[config.mk]
export PLATFORM = sky130hd
export DESIGN_NAME = joint_cube_quantizer_dedup_unit
export DESIGN_NICKNAME = d
export VERILOG_FILES = /design/src/jcqd_pkg.sv /design/src/joint_cube_quantizer_dedup_unit.sv
export VERILOG_INCLUDE_DIRS = /design/src /design/src/src
export SDC_FILE = /design/constraint.sdc
export NUM_CORES = 1
export LEC_CHECK = 0
export BUFFER_PORTS_ARGS = -buffer_cell sky130_fd_sc_hd__buf_4
export CAP_MARGIN = 20
export CELL_PAD_IN_SITES_DETAIL_PLACEMENT = 1
export CELL_PAD_IN_SITES_GLOBAL_PLACEMENT = 1
export CORE_MARGIN = 1.5
export CORE_UTILIZATION = 51
export DETAILED_ROUTE_END_ITERATION = 16
export GPL_TIMING_DRIVEN = 1
export PLACE_DENSITY_LB_ADDON = 0.08
export SLEW_MARGIN = 20
export SYNTH_ARGS = -nofsm -noshare
export SYNTH_HDL_FRONTEND = slang
export SYNTH_SLANG_ARGS = --single-unit
[constraint.sdc]
create_clock -name clk -period 10.2 [get_ports clk]
set_input_delay 2.04 -clock clk [delete_from_list [all_inputs] [get_ports clk]]
set_output_delay 2.04 -clock clk [all_outputs]
set_load 0.02 [all_outputs]
[src/joint_cube_quantizer_dedup_unit_assert.svh]
// Assertion macros shared by the RTL of the joint cube quantizer.
`ifndef JOINT_CUBE_QUANTIZER_DEDUP_UNIT_ASSERT_SVH
`define JOINT_CUBE_QUANTIZER_DEDUP_UNIT_ASSERT_SVH

`ifndef SYNTHESIS
// Checked on clk, ignored while rst_n is low.
`define JCQD_ASSERT(lbl, prop) \
    lbl: assert property (@(posedge clk) disable iff (!rst_n) prop) \
        else $error("jcqd assertion failed");
// Checked on clk at every edge, reset included.
`define JCQD_ASSERT_ALWAYS(lbl, prop) \
    lbl: assert property (@(posedge clk) prop) \
        else $error("jcqd assertion failed");
`else
`define JCQD_ASSERT(lbl, prop)
`define JCQD_ASSERT_ALWAYS(lbl, prop)
`endif

`endif

[src/jcqd_pkg.sv]
`default_nettype none

package jcqd_pkg;

    localparam int NUM_JOINTS_DEF = 20;
    localparam int JOINT_W        = 5;
    localparam int POS_W          = 16;
    localparam int THR_W          = 15;
    localparam int CODE_W         = 5;
    localparam int CFG_ADDR_W     = 2;
    localparam int CFG_DATA_W     = 16;

    typedef enum logic [CFG_ADDR_W-1:0] {
        CFG_ORIGIN_X      = 2'd0,
        CFG_ORIGIN_Y      = 2'd1,
        CFG_ORIGIN_Z      = 2'd2,
        CFG_BIN_THRESHOLD = 2'd3
    } cfg_addr_t;

    typedef struct packed {
        logic        [JOINT_W-1:0] joint_index;
        logic signed [POS_W-1:0]   pos_x;
        logic signed [POS_W-1:0]   pos_y;
        logic signed [POS_W-1:0]   pos_z;
        logic                      gesture_start;
    } in_item_t;

    typedef struct packed {
        logic [JOINT_W-1:0] out_joint;
        logic [CODE_W-1:0]  cube_code;
    } out_item_t;

endpackage

`default_nettype wire

[src/joint_cube_quantizer_dedup_unit.sv]
`default_nettype none
// Joint cube quantizer with per-joint repeat suppression.
// Input channel (in_valid / in_stall / in_data) takes one joint sample per
// item; output channel (out_valid / out_stall / out_data) gives the joint and
// its new cube code (1..27) whenever the code changed or the joint was not
// seen since the last gesture start. Items with no change give no result.
// Configuration: cfg_we / cfg_addr / cfg_wdata write origin_x, origin_y,
// origin_z and bin_threshold; write only while the block is idle.
// An accepted item is held in the input register and then moves on to the
// result register, which presents its result. Throughput: one item per cycle
// while out_stall holds no result; the per-joint history read-modify-write
// fits in the cycle between the two registers, with the last-code memory read
// registered on accept and a bypass for a write to the same joint in that
// cycle.
// Reset: all seen flags and configuration registers clear, both pipeline
// slots empty. The last-code memory needs no clearing, as an entry is only
// compared while its seen flag is set.
// Stall: while out_stall holds a result, the input register keeps one more
// item; in_stall rises only when that register is full and cannot move on.
module joint_cube_quantizer_dedup_unit
    import jcqd_pkg::*;
#(
    parameter int NUM_JOINTS = NUM_JOINTS_DEF
) (
    input  wire logic                  clk,
    input  wire logic                  rst_n,
    input  wire logic                  cfg_we,
    input  wire logic [CFG_ADDR_W-1:0] cfg_addr,
    input  wire logic [CFG_DATA_W-1:0] cfg_wdata,
    input  wire logic                  in_valid,
    output logic                       in_stall,
    input  wire in_item_t              in_data,
    output logic                       out_valid,
    input  wire logic                  out_stall,
    output out_item_t                  out_data
);

    `include "joint_cube_quantizer_dedup_unit_assert.svh"

    localparam int JIDX_W = (NUM_JOINTS > 1) ? $clog2(NUM_JOINTS) : 1;
    localparam int EXT_W  = (JIDX_W > JOINT_W) ? JIDX_W : JOINT_W;
    localparam logic [EXT_W:0] JOINT_LIMIT = (EXT_W+1)'(NUM_JOINTS);

    // configuration
    logic signed [POS_W-1:0] origin_x_reg, origin_y_reg, origin_z_reg;
    logic        [THR_W-1:0] thr_reg;

    always_ff @(posedge clk or negedge rst_n)
    begin
        if (!rst_n)
        begin
            origin_x_reg <= '0;
            origin_y_reg <= '0;
            origin_z_reg <= '0;
            thr_reg      <= '0;
        end
        else if (cfg_we)
        begin
            case (cfg_addr_t'(cfg_addr))
                CFG_ORIGIN_X:      origin_x_reg <= cfg_wdata;
                CFG_ORIGIN_Y:      origin_y_reg <= cfg_wdata;
                CFG_ORIGIN_Z:      origin_z_reg <= cfg_wdata;
                CFG_BIN_THRESHOLD: thr_reg      <= cfg_wdata[THR_W-1:0];
                default: ;
            endcase
        end
    end

    // pipeline control
    logic      s1_vld_reg;
    in_item_t  s1_reg;
    logic      out_vld_reg;
    out_item_t out_reg;
    logic      s1_go;
    logic      in_acc;

    assign s1_go    = s1_vld_reg && (!out_vld_reg || !out_stall);
    assign in_stall = s1_vld_reg && !s1_go;
    assign in_acc   = in_valid && !in_stall;

    // joint index decode
    logic [EXT_W-1:0]  in_ext, s1_ext;
    logic [JIDX_W-1:0] in_idx, s1_idx;
    logic              s1_in_range;

    assign in_ext      = EXT_W'(in_data.joint_index);
    assign s1_ext      = EXT_W'(s1_reg.joint_index);
    assign in_idx      = in_ext[JIDX_W-1:0];
    assign s1_idx      = s1_ext[JIDX_W-1:0];
    assign s1_in_range = {1'b0, s1_ext} < JOINT_LIMIT;

    // binning: 0 below -thr, 2 above +thr, 1 otherwise
    logic signed [POS_W+1:0] thr_pos, thr_neg;
    logic signed [POS_W+1:0] dx, dy, dz;
    logic [1:0] bx, by, bz;

    assign thr_pos = $signed({3'b000, thr_reg});
    assign thr_neg = -thr_pos;
    assign dx = (POS_W+2)'(s1_reg.pos_x) - (POS_W+2)'(origin_x_reg);
    assign dy = (POS_W+2)'(s1_reg.pos_y) - (POS_W+2)'(origin_y_reg);
    assign dz = (POS_W+2)'(s1_reg.pos_z) - (POS_W+2)'(origin_z_reg);

    always_comb
    begin
        bx = (dx < thr_neg) ? 2'd0 : ((dx > thr_pos) ? 2'd2 : 2'd1);
        by = (dy < thr_neg) ? 2'd0 : ((dy > thr_pos) ? 2'd2 : 2'd1);
        bz = (dz < thr_neg) ? 2'd0 : ((dz > thr_pos) ? 2'd2 : 2'd1);
    end

    logic [CODE_W-1:0] s1_code;
    assign s1_code = CODE_W'(bx) + CODE_W'({by, 1'b0}) + CODE_W'(by)
                   + CODE_W'({bz, 3'b000}) + CODE_W'(bz) + CODE_W'(1);

    // per-joint history
    logic [NUM_JOINTS-1:0] seen_reg, seen_next;
    logic [CODE_W-1:0]     last_cube_mem [NUM_JOINTS];
    logic [CODE_W-1:0]     rd_reg;
    logic                  fwd_reg;
    logic [CODE_W-1:0]     fwd_code_reg;
    logic [CODE_W-1:0]     prev_code;
    logic                  seen_eff;
    logic                  s1_emit;
    logic                  wr_en;

    assign prev_code = fwd_reg ? fwd_code_reg : rd_reg;
    assign seen_eff  = !s1_reg.gesture_start && seen_reg[s1_idx];
    assign s1_emit   = s1_in_range && (!seen_eff || prev_code != s1_code);
    assign wr_en     = s1_go && s1_emit;

    always_comb
    begin
        seen_next = s1_reg.gesture_start ? '0 : seen_reg;
        if (s1_emit)
        begin
            seen_next[s1_idx] = 1'b1;
        end
    end

    always_ff @(posedge clk)
    begin
        if (wr_en)
        begin
            last_cube_mem[s1_idx] <= s1_code;
        end
        if (in_acc)
        begin
            rd_reg       <= last_cube_mem[in_idx];
            fwd_code_reg <= s1_code;
        end
    end

    always_ff @(posedge clk or negedge rst_n)
    begin
        if (!rst_n)
        begin
            seen_reg    <= '0;
            s1_vld_reg  <= 1'b0;
            out_vld_reg <= 1'b0;
            fwd_reg     <= 1'b0;
        end
        else
        begin
            if (s1_go)
            begin
                seen_reg <= seen_next;
            end
            if (in_acc)
            begin
                // bypass a write to the same joint landing at this edge
                fwd_reg <= wr_en && (s1_idx == in_idx);
            end
            if (in_acc)
            begin
                s1_vld_reg <= 1'b1;
            end
            else if (s1_go)
            begin
                s1_vld_reg <= 1'b0;
            end
            if (s1_go)
            begin
                out_vld_reg <= s1_emit;
            end
            else if (!out_stall)
            begin
                out_vld_reg <= 1'b0;
            end
        end
    end

    always_ff @(posedge clk)
    begin
        if (in_acc)
        begin
            s1_reg <= in_data;
        end
        if (wr_en)
        begin
            out_reg.out_joint <= s1_reg.joint_index;
            out_reg.cube_code <= s1_code;
        end
    end

    assign out_valid = out_vld_reg;
    assign out_data  = out_reg;

    `JCQD_ASSERT(a_code_range,
        out_vld_reg |-> (out_reg.cube_code >= CODE_W'(1) &&
                         out_reg.cube_code <= CODE_W'(27)))
    `JCQD_ASSERT(a_joint_range,
        out_vld_reg |-> ({1'b0, EXT_W'(out_reg.out_joint)} < JOINT_LIMIT))
    `JCQD_ASSERT(a_seen_after_emit, wr_en |=> seen_reg[$past(s1_idx)])
    `JCQD_ASSERT(a_stall_needs_item, in_stall |-> s1_vld_reg)
    `JCQD_ASSERT_ALWAYS(a_reset_empty, !rst_n |=> (!out_vld_reg && !s1_vld_reg))

endmodule

`default_nettype wire
==> summary.md <==
The most used routing layer in global routing was met2. For this run, global-route usage on met3 was measured as 3.28%. The static leakage came out at 6.95 nW. The pre-antenna-repair detailed-routing pass consisted of 4 iterations.

The number of antenna repair diodes is 0, and the number of enable flip-flop cells after synthesis is 174. Counting flops and latches in the post-synthesis netlist gives 260. The biggest area consumer among synthesized cells was sky130_fd_sc_hd__edfxtp_1. The distinct cell type count after synthesis was 61. The met1 global-route usage was 31.1%. The tools report the initial antenna violation count as 0. The clock period minus worst slack came out at 8.77 ns. The count of buffers inserted at the top-level ports was 88.

For the final routed database, the setup TNS stands at 0 ns. Summing all flip-flop and latch instances after layout gives 7380 um^2. The routability-driven placement congestion ratio came out at 0.875. The run gives 61 as the number of core rows.

From bottom edge to top edge, the die measures 173 um. VDD sags by at most 275 uV. The die is 173 um wide.

The dominant register cell in the synthesized netlist was sky130_fd_sc_hd__edfxtp_1. The area fraction of the dominant cell type after synthesis is 35.6%, and the number of filler instances in the final layout is 2894. Summing over every cut layer, the via total after detailed routing is 9941. The floorplan step defined a die boundary enclosing 29800 um^2.

The slowest library cell on the worst path was sky130_fd_sc_hd__nor2_2. The fraction of layout cells with a size suffix above 1 is 18.5%, and the I/O pin total is 89. The multi-input combinational cells in the finished layout cover a total of 6830 um^2. Detailed placement finished with a half-perimeter wire length of 29200 um.

The logs give 0 for the count of max-cap constraint violations and 0 for the total of warnings raised by yosys. The logs give 1427 for the number of nets produced by synthesis and 1521 for the number of nets in the final layout. For the final design instance area without fill, the log shows 16700 um^2. Of the available clock period, the critical path in the final layout requires 86.0%. In the synthesized netlist the async set-or-reset flop fraction comes to 33.1%.

The count of final max-slew check failures was 0; the maximum number of pins on one net before global-route repair was 45. In this run the power density over the cells is 286 nW/um^2. For the final-report hold violation count, the log shows 0. The flip-flop count of the largest register, all copies and words added came out at 100.

The cell that appears most often on the critical path is sky130_fd_sc_hd__inv_1. In this run the worst path has a maximum fanout of 23. Post-synthesis to final-layout area growth: 13.9%. The first global-routing pass estimated 60800 um of wire. Setup violations remaining at the end of the flow were counted as 0.

The endpoint class of the critical path was a register. For the worst-case hold slack, the log shows 0.477 ns. For the worst setup path, the data arrival time is 8.97 ns.

The slew at the pin closest to its max-slew limit came out at 1.06 ns. The most used standard cell by instance count after synthesis is sky130_fd_sc_hd__edfxtp_1. STA puts the critical path data required time at 10.40 ns.

Via count of the first global-routing pass: 10.9k. Fraction of met2 tracks used by global routing: 49.4%. The worst setup path is launched from a register.

The longest clock path from root to sink contains 3 buffers. For the worst-skew pair, the clock arrives at the later sink with an insertion delay of 0.57 ns. TritonCTS built the clock tree. After clock tree synthesis, the clock-pin slew on the worst setup and hold paths is 0.06 ns.

In the routed layout, each cell is associated on average with a via count of 5.89. The number of sinks on the clock net came out at 260. Counting instances in the post-synthesis netlist gives the leading cell types as 174 x sky130_fd_sc_hd__edfxtp_1, 151 x sky130_fd_sc_hd__ha_1, 97 x sky130_fd_sc_hd__inv_1. The detail route stage leaves a number of antenna-violating nets equal to 0. Sequential elements use 50.2% of the synthesized area. The worst hold path belongs to the class reg -> reg. The final layout contains routed wiring with a total length of 38700 um.

The flow ran to the end, and the final reports show no timing, DRC or antenna violations. The run gives 1194 as the count of mapped cells out of synthesis. In this run the cell area of the synthesized design comes to 14700 um^2. For the clock tree skew after final layout, the log shows 0.0175 ns.

The mean routed wirelength per cell is 22.9 um, and the initial standard-cell utilization of the core is 52.3%. The run gives 0 as the aggregate global routing overflow. The critical path is of the reg -> reg type. Setup repair after global routing left no endpoint under its margin. The number of clock buffers added by TritonCTS is 29. The tools report the buffer cell driving the clock tree root as sky130_fd_sc_hd__clkbuf_16.

In the post-synthesis netlist, the biggest area contributors are sky130_fd_sc_hd__edfxtp_1 36%, sky130_fd_sc_hd__dfrtp_1 15%, sky130_fd_sc_hd__ha_1 13%. Worst slew margin relative to its limit: 29.3%. Derived from the worst setup path, the maximum achievable clock frequency is 114 MHz.

The number of setup buffers added after CTS is 0, and the number of buffers inserted by hold repair at cts is 0. In this run, the number of DRC markers left after iteration 0 of detailed routing was 464. The DRC violations left was 0; the average footprint of a synthesized cell was 12.3 um^2. After detailed placement, the total cell area comes to 15700 um^2. For this run, the total global-route usage over all layers was measured as 26.5%. The number of H-tree levels came out at 1.

Post-CTS repair changed the size of 0 cells. The tools report the core area as 28100 um^2. On the worst path, the slowest cell contributes a delay of 0.77 ns.
[where the power goes]
part	switching [mW]	total [mW]	internal, mW
clock network	0.444	1.08	0.637
registers	0.0645	1.74	1.68
logic	1.27	1.96	0.684
[worst max-delay path: cells and delay by family (launching register included)]
family	cells	cell delay, ns
AND/OR/NAND/NOR	12	2.88
AO/OA/AOI/OAI	8	2.05
adder cells (fa/ha/maj)	6	1.98
buffers and inverters	5	0.81
flip-flops	1	0.39
XOR/XNOR	2	0.29
[placed cells by master (no fill, tap or decap), types with 27 or more instances in the layout]
master,Yosys,routed
sky130_fd_sc_hd__xnor2_1,51,50
sky130_fd_sc_hd__nor3_1,28,28
sky130_fd_sc_hd__o21ai_0,52,52
sky130_fd_sc_hd__nand2_1,62,62
sky130_fd_sc_hd__clkbuf_16,0,29
sky130_fd_sc_hd__edfxtp_1,174,174
sky130_fd_sc_hd__inv_1,97,96
sky130_fd_sc_hd__mux4_2,35,35
sky130_fd_sc_hd__mux2_2,54,54
sky130_fd_sc_hd__a21oi_1,64,64
sky130_fd_sc_hd__ha_1,151,151
sky130_fd_sc_hd__nor2_1,51,51
sky130_fd_sc_hd__a21o_1,27,27
sky130_fd_sc_hd__buf_4,0,93
sky130_fd_sc_hd__dfrtp_1,86,86
[logic make-up (layout without fill, tap and decap cells)]
logic type,after synthesis,after routing,synth area share (%)
simple gates,261,261,8.89
flops,260,260,50.2
compound gates,234,234,10.4
fa+ha+maj,156,156,13.5
buf+inv,127,244,3.36
mux,94,94,9.85
xor+xnor,62,62,3.75
[layout make-up]
cell class | count | share of cell area [%]
clock buffers | 38 | 4.84
clock inverters | 16 | 1.07
inverters | 97 | 2.18
multi-input cells | 807 | 40.8
flip-flops and latches | 260 | 44.1
well taps | 378 | 2.83
repair buffers | 93 | 4.17
[stage by stage]
stage | power [mW] | utilization (%) | std cells | worst slack, ns
after floorplan | 3.00 | - | 1194 | 2.71
after global placement | 3.60 | 56.1 | 1635 | 1.80
after detailed placement | 3.72 | 56.1 | 1635 | 1.47
after CTS | 4.82 | 59.6 | 1689 | 1.41
after global routing | 5.08 | 59.6 | 1689 | 0.855
final | 4.78 | 59.6 | 1689 | 1.43
[path summary, 6_finish.rpt]
kind                            startpoint          endpoint  slack, ns  depth (start not counted)
setup / recovery           origin_y_reg[1]       out_data[1]       1.43                         33
hold / removal                 seen_reg[2]       seen_reg[2]       0.48                          2
setup reg to reg           origin_y_reg[1]       out_data[1]       1.43                         33
hold reg to reg                seen_reg[2]       seen_reg[2]       0.48                          2
max in group asynchronous            rst_n  origin_x_reg[13]       7.66                          2
min in group asynchronous            rst_n      seen_reg[12]       1.48                          1
[metal layers]
layer	wire length (um)	part of all wire, %
met5	0	0
met4	1440	3.7
met3	1270	3.3
met2	20500	53
met1	15500	40
(Power assumes the default switching activity.)
